**src/rtl/ttag_pkg.sv**
```systemverilog
// Package: widths, register indexes and helpers for the transpose address generator
package ttag_pkg;

  localparam int MAX_DIMS   = 5;
  localparam int ELEM_BITS  = 32;
  localparam int INDEX_BITS = 24;
  localparam int SIZE_BITS  = 12;

  localparam int DIM_W  = 3;
  localparam int EXT_W  = SIZE_BITS + 1;
  localparam int PERM_W = MAX_DIMS * DIM_W;
  localparam int ADDR_W = 3;
  localparam int DATA_W = PERM_W;

  typedef logic [DIM_W-1:0]      dim_t;
  typedef logic [EXT_W-1:0]      ext_t;
  typedef logic [SIZE_BITS-1:0]  pos_t;
  typedef logic [INDEX_BITS-1:0] idx_t;
  typedef logic [PERM_W-1:0]     perm_t;
  typedef logic [ADDR_W-1:0]     addr_t;
  typedef logic [DATA_W-1:0]     data_t;
  typedef logic [ELEM_BITS-1:0]  elem_t;

  localparam addr_t CFG_NUM_DIMS = 3'd0;
  localparam addr_t CFG_DIM0     = 3'd1;
  localparam addr_t CFG_DIM4     = 3'd5;
  localparam addr_t CFG_PERM     = 3'd6;

  localparam ext_t EXT_MAX = ext_t'(1) << SIZE_BITS;
  localparam perm_t PERM_RESET = perm_t'(18056);

  function automatic dim_t perm_field(input perm_t perm, input dim_t i);
    perm_field = dim_t'(perm >> (i * DIM_W));
  endfunction

endpackage

```
**src/rtl/tensor_transpose_address_gen_core.sv**
```systemverilog
// Top level: transposed linear index generator for up to five tensor dimensions
//
//  channel | handshake            | beat
//  --------+----------------------+------------------------------------------
//  cfg     | cfg_wr_en            | cfg_addr, cfg_wdata
//  in      | in_valid / in_stall  | elem_value
//  out     | out_valid / out_stall| dest_index, out_value, last, error
//
// One beat per cycle unless stalled: input register, one odometer step, output register.
// A taken beat passes the input register, then the output register, before it shows on out_valid.
// After reset or a listed register write the stride sequencer runs its check, stride, multiply
// and accumulate states, ending early on a bad setup; in_stall stays high meanwhile.
// The sequencer has a 25x13 multiplier for the strides and a 13x24 one for the wrap terms.
// out_stall holds the output register; the input register still takes one beat.
module tensor_transpose_address_gen_core (
  input  logic                     clk,
  input  logic                     rst,
  input  logic                     cfg_wr_en,
  input  ttag_pkg::addr_t          cfg_addr,
  input  ttag_pkg::data_t          cfg_wdata,
  input  logic                     in_valid,
  output logic                     in_stall,
  input  ttag_pkg::elem_t          elem_value,
  output logic                     out_valid,
  input  logic                     out_stall,
  output ttag_pkg::idx_t           dest_index,
  output ttag_pkg::elem_t          out_value,
  output logic                     last,
  output logic                     error
);

  localparam logic [2:0] ST_IDLE   = 3'd0;
  localparam logic [2:0] ST_CHECK  = 3'd1;
  localparam logic [2:0] ST_STRIDE = 3'd2;
  localparam logic [2:0] ST_MUL    = 3'd3;
  localparam logic [2:0] ST_ACC    = 3'd4;

  localparam int MD = ttag_pkg::MAX_DIMS;
  localparam int PROD_W = ttag_pkg::INDEX_BITS + 1 + ttag_pkg::EXT_W;
  localparam logic [PROD_W-1:0] LIMIT = PROD_W'(1) << ttag_pkg::INDEX_BITS;

  ttag_pkg::dim_t  num_dims;
  ttag_pkg::ext_t  dim_size [MD];
  ttag_pkg::perm_t perm_packed;

  logic [2:0]              state;
  ttag_pkg::dim_t          kcnt;
  logic                    cfg_bad;
  logic [ttag_pkg::INDEX_BITS:0] stride_acc;
  ttag_pkg::idx_t          acc;
  ttag_pkg::idx_t          wrap_prod;
  ttag_pkg::idx_t          dest_stride [MD];
  ttag_pkg::idx_t          step_add [MD];
  ttag_pkg::pos_t          position [MD];
  ttag_pkg::idx_t          dest_offset;

  logic                    s1_valid;
  ttag_pkg::elem_t         s1_value;

  logic                    cfg_hit;
  logic                    adv;
  logic                    chk_bad;
  ttag_pkg::dim_t          str_o;
  ttag_pkg::dim_t          str_p;
  ttag_pkg::ext_t          str_size;
  logic [PROD_W-1:0]       prod;
  logic [PROD_W-1:0]       wprod;

  ttag_pkg::ext_t          pos_inc [MD];
  logic [MD:0]             wrap;
  logic [MD:0]             carry;
  logic                    last_hit;
  ttag_pkg::idx_t          off_add;

  assign cfg_hit  = cfg_wr_en && (cfg_addr <= ttag_pkg::CFG_PERM);
  assign adv      = s1_valid && (!out_valid || !out_stall);
  assign in_stall = (state != ST_IDLE) || (s1_valid && !adv);

  // configuration sanity: dimension count, permutation, extents
  always_comb begin
    chk_bad = (num_dims == '0) || (num_dims > ttag_pkg::dim_t'(MD));
    for (int i = 0; i < MD; i++) begin
      if (ttag_pkg::dim_t'(i) < num_dims) begin
        if (ttag_pkg::perm_field(perm_packed, ttag_pkg::dim_t'(i)) >= num_dims) chk_bad = 1'b1;
        if (dim_size[i] == '0 || dim_size[i] > ttag_pkg::EXT_MAX) chk_bad = 1'b1;
        for (int j = i + 1; j < MD; j++) begin
          if (ttag_pkg::dim_t'(j) < num_dims &&
              ttag_pkg::perm_field(perm_packed, ttag_pkg::dim_t'(i)) ==
              ttag_pkg::perm_field(perm_packed, ttag_pkg::dim_t'(j))) chk_bad = 1'b1;
        end
      end
    end
  end

  assign str_o    = num_dims - 3'd1 - kcnt;
  assign str_p    = ttag_pkg::perm_field(perm_packed, str_o);
  assign str_size = dim_size[str_p];
  assign prod     = PROD_W'(stride_acc) * PROD_W'(str_size);
  assign wprod    = PROD_W'(dim_size[kcnt]) * PROD_W'(dest_stride[kcnt]);

  // odometer carry chain, innermost used dimension first
  always_comb begin
    wrap[MD]  = 1'b0;
    carry[MD] = 1'b0;
    for (int d = MD - 1; d >= 0; d--) begin
      pos_inc[d] = ttag_pkg::ext_t'(position[d]) + ttag_pkg::ext_t'(1);
      wrap[d]    = pos_inc[d] >= dim_size[d];
      carry[d]   = (ttag_pkg::dim_t'(d) < num_dims) &&
                   ((ttag_pkg::dim_t'(d) == num_dims - 3'd1) || (carry[d+1] && wrap[d+1]));
    end
    last_hit = carry[0] && wrap[0];
    off_add  = '0;
    for (int d = 0; d < MD; d++) begin
      if (carry[d] && !wrap[d]) off_add = off_add | step_add[d];
    end
  end

  // registers, stride sequencer and odometer state
  always_ff @(posedge clk) begin
    if (rst) begin
      num_dims    <= ttag_pkg::dim_t'(1);
      perm_packed <= ttag_pkg::PERM_RESET;
      state       <= ST_CHECK;
      kcnt        <= '0;
      cfg_bad     <= 1'b0;
      dest_offset <= '0;
      for (int i = 0; i < MD; i++) begin
        dim_size[i]    <= ttag_pkg::ext_t'(1);
        position[i]    <= '0;
        dest_stride[i] <= '0;
        step_add[i]    <= '0;
      end
    end else if (cfg_hit) begin
      unique case (cfg_addr)
        ttag_pkg::CFG_NUM_DIMS: num_dims <= cfg_wdata[ttag_pkg::DIM_W-1:0];
        ttag_pkg::CFG_PERM:     perm_packed <= cfg_wdata;
        default: dim_size[cfg_addr - ttag_pkg::CFG_DIM0] <= cfg_wdata[ttag_pkg::EXT_W-1:0];
      endcase
      state       <= ST_CHECK;
      dest_offset <= '0;
      for (int i = 0; i < MD; i++) position[i] <= '0;
    end else begin
      unique case (state)
        ST_CHECK: begin
          for (int i = 0; i < MD; i++) begin
            dest_stride[i] <= '0;
            step_add[i]    <= '0;
          end
          cfg_bad    <= chk_bad;
          kcnt       <= '0;
          stride_acc <= (ttag_pkg::INDEX_BITS+1)'(1);
          state      <= chk_bad ? ST_IDLE : ST_STRIDE;
        end
        ST_STRIDE: begin
          stride_acc <= prod[ttag_pkg::INDEX_BITS:0];
          if (prod > LIMIT) begin
            cfg_bad <= 1'b1;
            for (int i = 0; i < MD; i++) dest_stride[i] <= '0;
            state <= ST_IDLE;
          end else begin
            dest_stride[str_p] <= stride_acc[ttag_pkg::INDEX_BITS-1:0];
            if (kcnt == num_dims - 3'd1) begin
              acc   <= '0;
              state <= ST_MUL;
            end else begin
              kcnt <= kcnt + 3'd1;
            end
          end
        end
        ST_MUL: begin
          wrap_prod <= wprod[ttag_pkg::INDEX_BITS-1:0];
          state     <= ST_ACC;
        end
        ST_ACC: begin
          step_add[kcnt] <= dest_stride[kcnt] + acc;
          acc            <= acc + dest_stride[kcnt] - wrap_prod;
          if (kcnt == '0) begin
            state <= ST_IDLE;
          end else begin
            kcnt  <= kcnt - 3'd1;
            state <= ST_MUL;
          end
        end
        default: begin
          if (adv) begin
            if (cfg_bad || last_hit) begin
              dest_offset <= '0;
              for (int i = 0; i < MD; i++) position[i] <= '0;
            end else begin
              dest_offset <= dest_offset + off_add;
              for (int i = 0; i < MD; i++) begin
                if (carry[i] && wrap[i]) position[i] <= '0;
                else if (carry[i]) position[i] <= pos_inc[i][ttag_pkg::SIZE_BITS-1:0];
              end
            end
          end
        end
      endcase
    end
  end

  // beat handshake: input register then output register
  always_ff @(posedge clk) begin
    if (rst) begin
      s1_valid  <= 1'b0;
      out_valid <= 1'b0;
    end else begin
      if (in_valid && !in_stall) s1_valid <= 1'b1;
      else if (adv) s1_valid <= 1'b0;
      if (adv) out_valid <= 1'b1;
      else if (!out_stall) out_valid <= 1'b0;
    end
  end

  always_ff @(posedge clk) begin
    if (in_valid && !in_stall) s1_value <= elem_value;
    if (adv) begin
      out_value  <= s1_value;
      dest_index <= cfg_bad ? '0 : dest_offset;
      last       <= !cfg_bad && last_hit;
      error      <= cfg_bad;
    end
  end

endmodule

```
**config.mk**
```make
export PLATFORM = sky130hd
export DESIGN_NAME = tensor_transpose_address_gen_core
export DESIGN_NICKNAME = d
export VERILOG_FILES = /design/src/rtl/ttag_pkg.sv /design/src/rtl/tensor_transpose_address_gen_core.sv
export SDC_FILE = /design/constraint.sdc
export NUM_CORES = 2
export LEC_CHECK = 0
export BUFFER_PORTS_ARGS = -buffer_cell sky130_fd_sc_hd__buf_2
export CELL_PAD_IN_SITES_DETAIL_PLACEMENT = 0
export CELL_PAD_IN_SITES_GLOBAL_PLACEMENT = 2
export CORE_ASPECT_RATIO = 2
export CORE_MARGIN = 2
export CORE_UTILIZATION = 47
export CTS_CLUSTER_DIAMETER = 100
export DETAILED_ROUTE_END_ITERATION = 8
export PLACE_DENSITY = 0.91
export SKIP_LAST_GASP = 1
export SYNTH_ARGS = -nofsm -noshare
export SYNTH_HDL_FRONTEND = slang
export SYNTH_SLANG_ARGS = --single-unit
```
**constraint.sdc**
```tcl
create_clock -name clk -period 22.8 [get_ports clk]
set_clock_uncertainty 0.15 [all_clocks]
set_input_delay 2.28 -clock clk [delete_from_list [all_inputs] [get_ports clk]]
set_output_delay 2.28 -clock clk [all_outputs]
set_load 0.005 [all_outputs]
```
==> summary by stage <==
Timing
The final period utilization is 0.5513. The highest achievable clock rate is approximately 80 MHz. At the pin with the least slew margin, the transition time is 1253 ps. The final setup violation count is 0. Across all setup checks in the final design, the least slack found is a little over 10000 ps.

Setup repair after global routing left no endpoint under its margin. The tightest hold path in the finished design has a slack of 225.1 ps. The final hold violation count is 0. The worst slew margin relative to its limit is 0.1648. The setup TNS is 0 ps. The number of max-slew violations in the final report came to 0. Subtracting the final worst setup slack from the clock period gives between 10000 and 15000 ps.

Yosys
The portion of synthesized area spent on multiplexers is 0.04373. The combinational family with the most area after synthesis is adder cells. The arithmetic-cell share of the synthesized area counting full adders, half adders and majority gates is 0.2360. The synthesized netlist contains 79 unique library cells. The synthesized cell area is around 52000 um^2. The commonest register cell after synthesis is edfxtp_1. The flop and latch count out of synthesis is 693. For this run, asynchronously set or reset flops after synthesis account for 0. The number of synthesis warnings is 0. The synthesized-area fraction occupied by ao, oa, aoi and oai cells is 0.07940.

The post-synthesis share of cell area spent on xor and xnor gates is 0.03346. Of the total synthesized cell area, the portion taken by AND, OR, NAND and NOR gates is 0.1529. The per-instance average area after synthesis is between 10 and 15 um^2.

Yosys mapped a number of flops with a built-in enable equal to approximately 640. The number of nets in the synthesized netlist is 5713. The share of the Yosys chip area taken by registers is 0.3897. In the synthesized netlist, the number of instances is approximately 4900.

Floorplanning
The total area inside the core boundary comes to between 100000 and 150000 um^2. The die height is around 470 um. The die is around 240 um wide. The initial standard-cell utilization of the core is 0.4739. Row generation in the floorplan step produced 172 rows. In this run the count of I/O pins placed on the die edge is between 100 and 150. The die covers between 100000 and 150000 um^2.

Critical path
The cell that appears most often on the critical path is fa_1. Tracing the worst setup path back leads to its startpoint at num_dims[0]. The worst-path maximum fanout is 46. At the worst endpoint, the arrival time is between 10000 and 15000 ps. The worst setup path is launched from a flip-flop.

The nature of the critical path endpoint is a flip-flop. The startpoint of the lowest-slack register-to-register path is num_dims[0]. The critical path is of the reg -> reg type. The worst endpoint required time is 22970 ps. The cell with the biggest individual delay on the critical path is or3_1.

The largest single stage delay on the critical path is between 700 and 800 ps.

Clock tree
The number of gates resized after CTS was 0. The H-tree generated during clock tree synthesis spans 2 levels. The CTS tree is built. For this design, the CTS-stage hold fixing added 0 buffers. The maximum clock insertion buffer count is 3. Post-CTS timing repair inserted 0 buffers for setup. The TritonCTS buffer count is between 60 and 70. The root cell of the clock tree is clkbuf_16. The number of clock sinks seen by CTS is ~690.

At the later pin of the worst-skew pair, clock insertion delay measures around 720 ps. The clock-pin slew on the worst setup and hold paths is around 70 ps.

Detailed routing
Summing over every cut layer, the via total after detailed routing is about 37000. The count of routing violations after the opening detailed-route iteration is roughly 2200. The first detailed-routing pass took 7 iterations. In the routed layout, each cell is associated on average with a via count of 5.774.

In this run the remaining antenna-violating nets after routing total 0. The final routed wirelength across all metal layers is 157.1 mm. The residual DRC count is 0. After detailed routing, the average wire length per cell comes to 24.49 um.

Placement
Summing all placed instances gives a cell area of 54350 um^2. Buffers placed on the I/O ports in this run total around 110. Once detailed placement completed, the half-perimeter wirelength came to about 120 mm. The worst slack after detailed placement is 10330 ps.

The global placer's final weighted congestion is approximately 0.94.

GRT
Entering global routing, the biggest net connects 60 pins. Across every metal layer, demand over resource in global routing totals 0.2838. The sum of overflow across all layers after global routing is 0. The initial antenna violation count is 3. The first global-routing pass estimated around 240 mm of wire. The via count of the first global-routing pass is approximately 40000.

Finish
The post-route cell area is ~57000 um^2. Of the cells placed in the final design, the portion with a size suffix greater than 1 is 0.09299. For this run, the post-layout net count is approximately 5700. Leaving out fill and tap cells, the most frequent cells in the layout are inv_1 (662), edfxtp_1 (639), nand2_1 (566). Compared with the post-synthesis result, the final layout area differs by 8.684%. Leaving out fill and tap cells, the most frequent cell in the layout is inv_1.

Run
The tool flagged a number of max-cap violations equal to 0.

Outcome
The run finished with clean final reports.

Hold path
The startpoint of the tightest hold check path is s1_value[29]. The worst min-delay path category is reg -> reg.
## stage by stage
stage,util,std cells
2_1_floorplan,-,4934
3_3_place_gp,0.4952,6298
3_5_place_dp,0.4952,6298
4_1_cts,0.5150,6414
5_1_grt,0.5151,6415
6_report,0.5151,6416
## state kept, by name (all words and copies together), names as in the netlist, 24 cells and up, named ones only
| signal | flops |
|---|---|
| dest_stride | 192 |
| step_add | 120 |
| dim_size | 104 |
| position | 60 |
| out_value | 32 |
| s1_value | 32 |
| stride_acc | 25 |
| acc | 24 |
| dest_index | 24 |
| dest_offset | 24 |
| wrap_prod | 24 |
## final timing paths
| check | to | slack, ps | cells after the start |
|---|---|---|---|
| worst max-delay path | dest_stride[1][1] | 10230 | 32 |
| worst min-delay path | out_value[29] | 230 | 0 |
| worst max register to register | dest_stride[1][1] | 10230 | 32 |
| worst min register to register | out_value[29] | 230 | 0 |
## cell type report
type,instances,area (um^2)
Inverter,664,2492
Clock inverter,43,574.3
Multi-Input combinational cell,3351,28640
Timing Repair Buffer,198,1201
Fill cell,9903,53220
Sequential cell,693,20280
Tap cell,1392,1742
Antenna cell,2,5.005
Clock buffer,73,1602
## worst max-delay path, delay by kind of cell, from the launching register on
kind,cells,cell delay (ps)
flops,1,670
simple gates,6,2290
compound gates,10,3070
xor+xnor,1,180
buf+inv,6,1160
fa+ha+maj,8,4020
mux,1,590
## kinds of logic after synthesis
family                   after synthesis
XOR/XNOR                             197
AND/OR/NAND/NOR                     1683
multiplexers                         127
buffers and inverters                890
AO/OA/AOI/OAI                        619
adder cells (fa/ha/maj)              725
flip-flops                           693
## metal layers
layer,GRT usage,wire [um]
met5,0,8
met4,0.2099,13710
met3,0.02822,5858
met2,0.5544,87830
met1,0.2686,49700
## cell usage after synthesis, drive strengths merged, types with 70 or more instances
master | count | area [um^2]
o21ai | 141 | 705.7
mux4 | 77 | 1734
nor2b | 98 | 613.1
xor2 | 70 | 613.1
clkbuf | 200 | 750.7
and2 | 223 | 1395
nand2 | 566 | 2125
nor2 | 420 | 1577
and3 | 108 | 675.7
xnor2 | 126 | 1104
edfxtp | 639 | 19190
nand3 | 75 | 375.4
ha | 297 | 3716
inv | 662 | 2485
a21oi | 131 | 655.6
fa | 427 | 8548
Power is left out: the tool's default activity adds up to more than one toggle a clock period on the data nets, which glitch-free logic cannot reach.
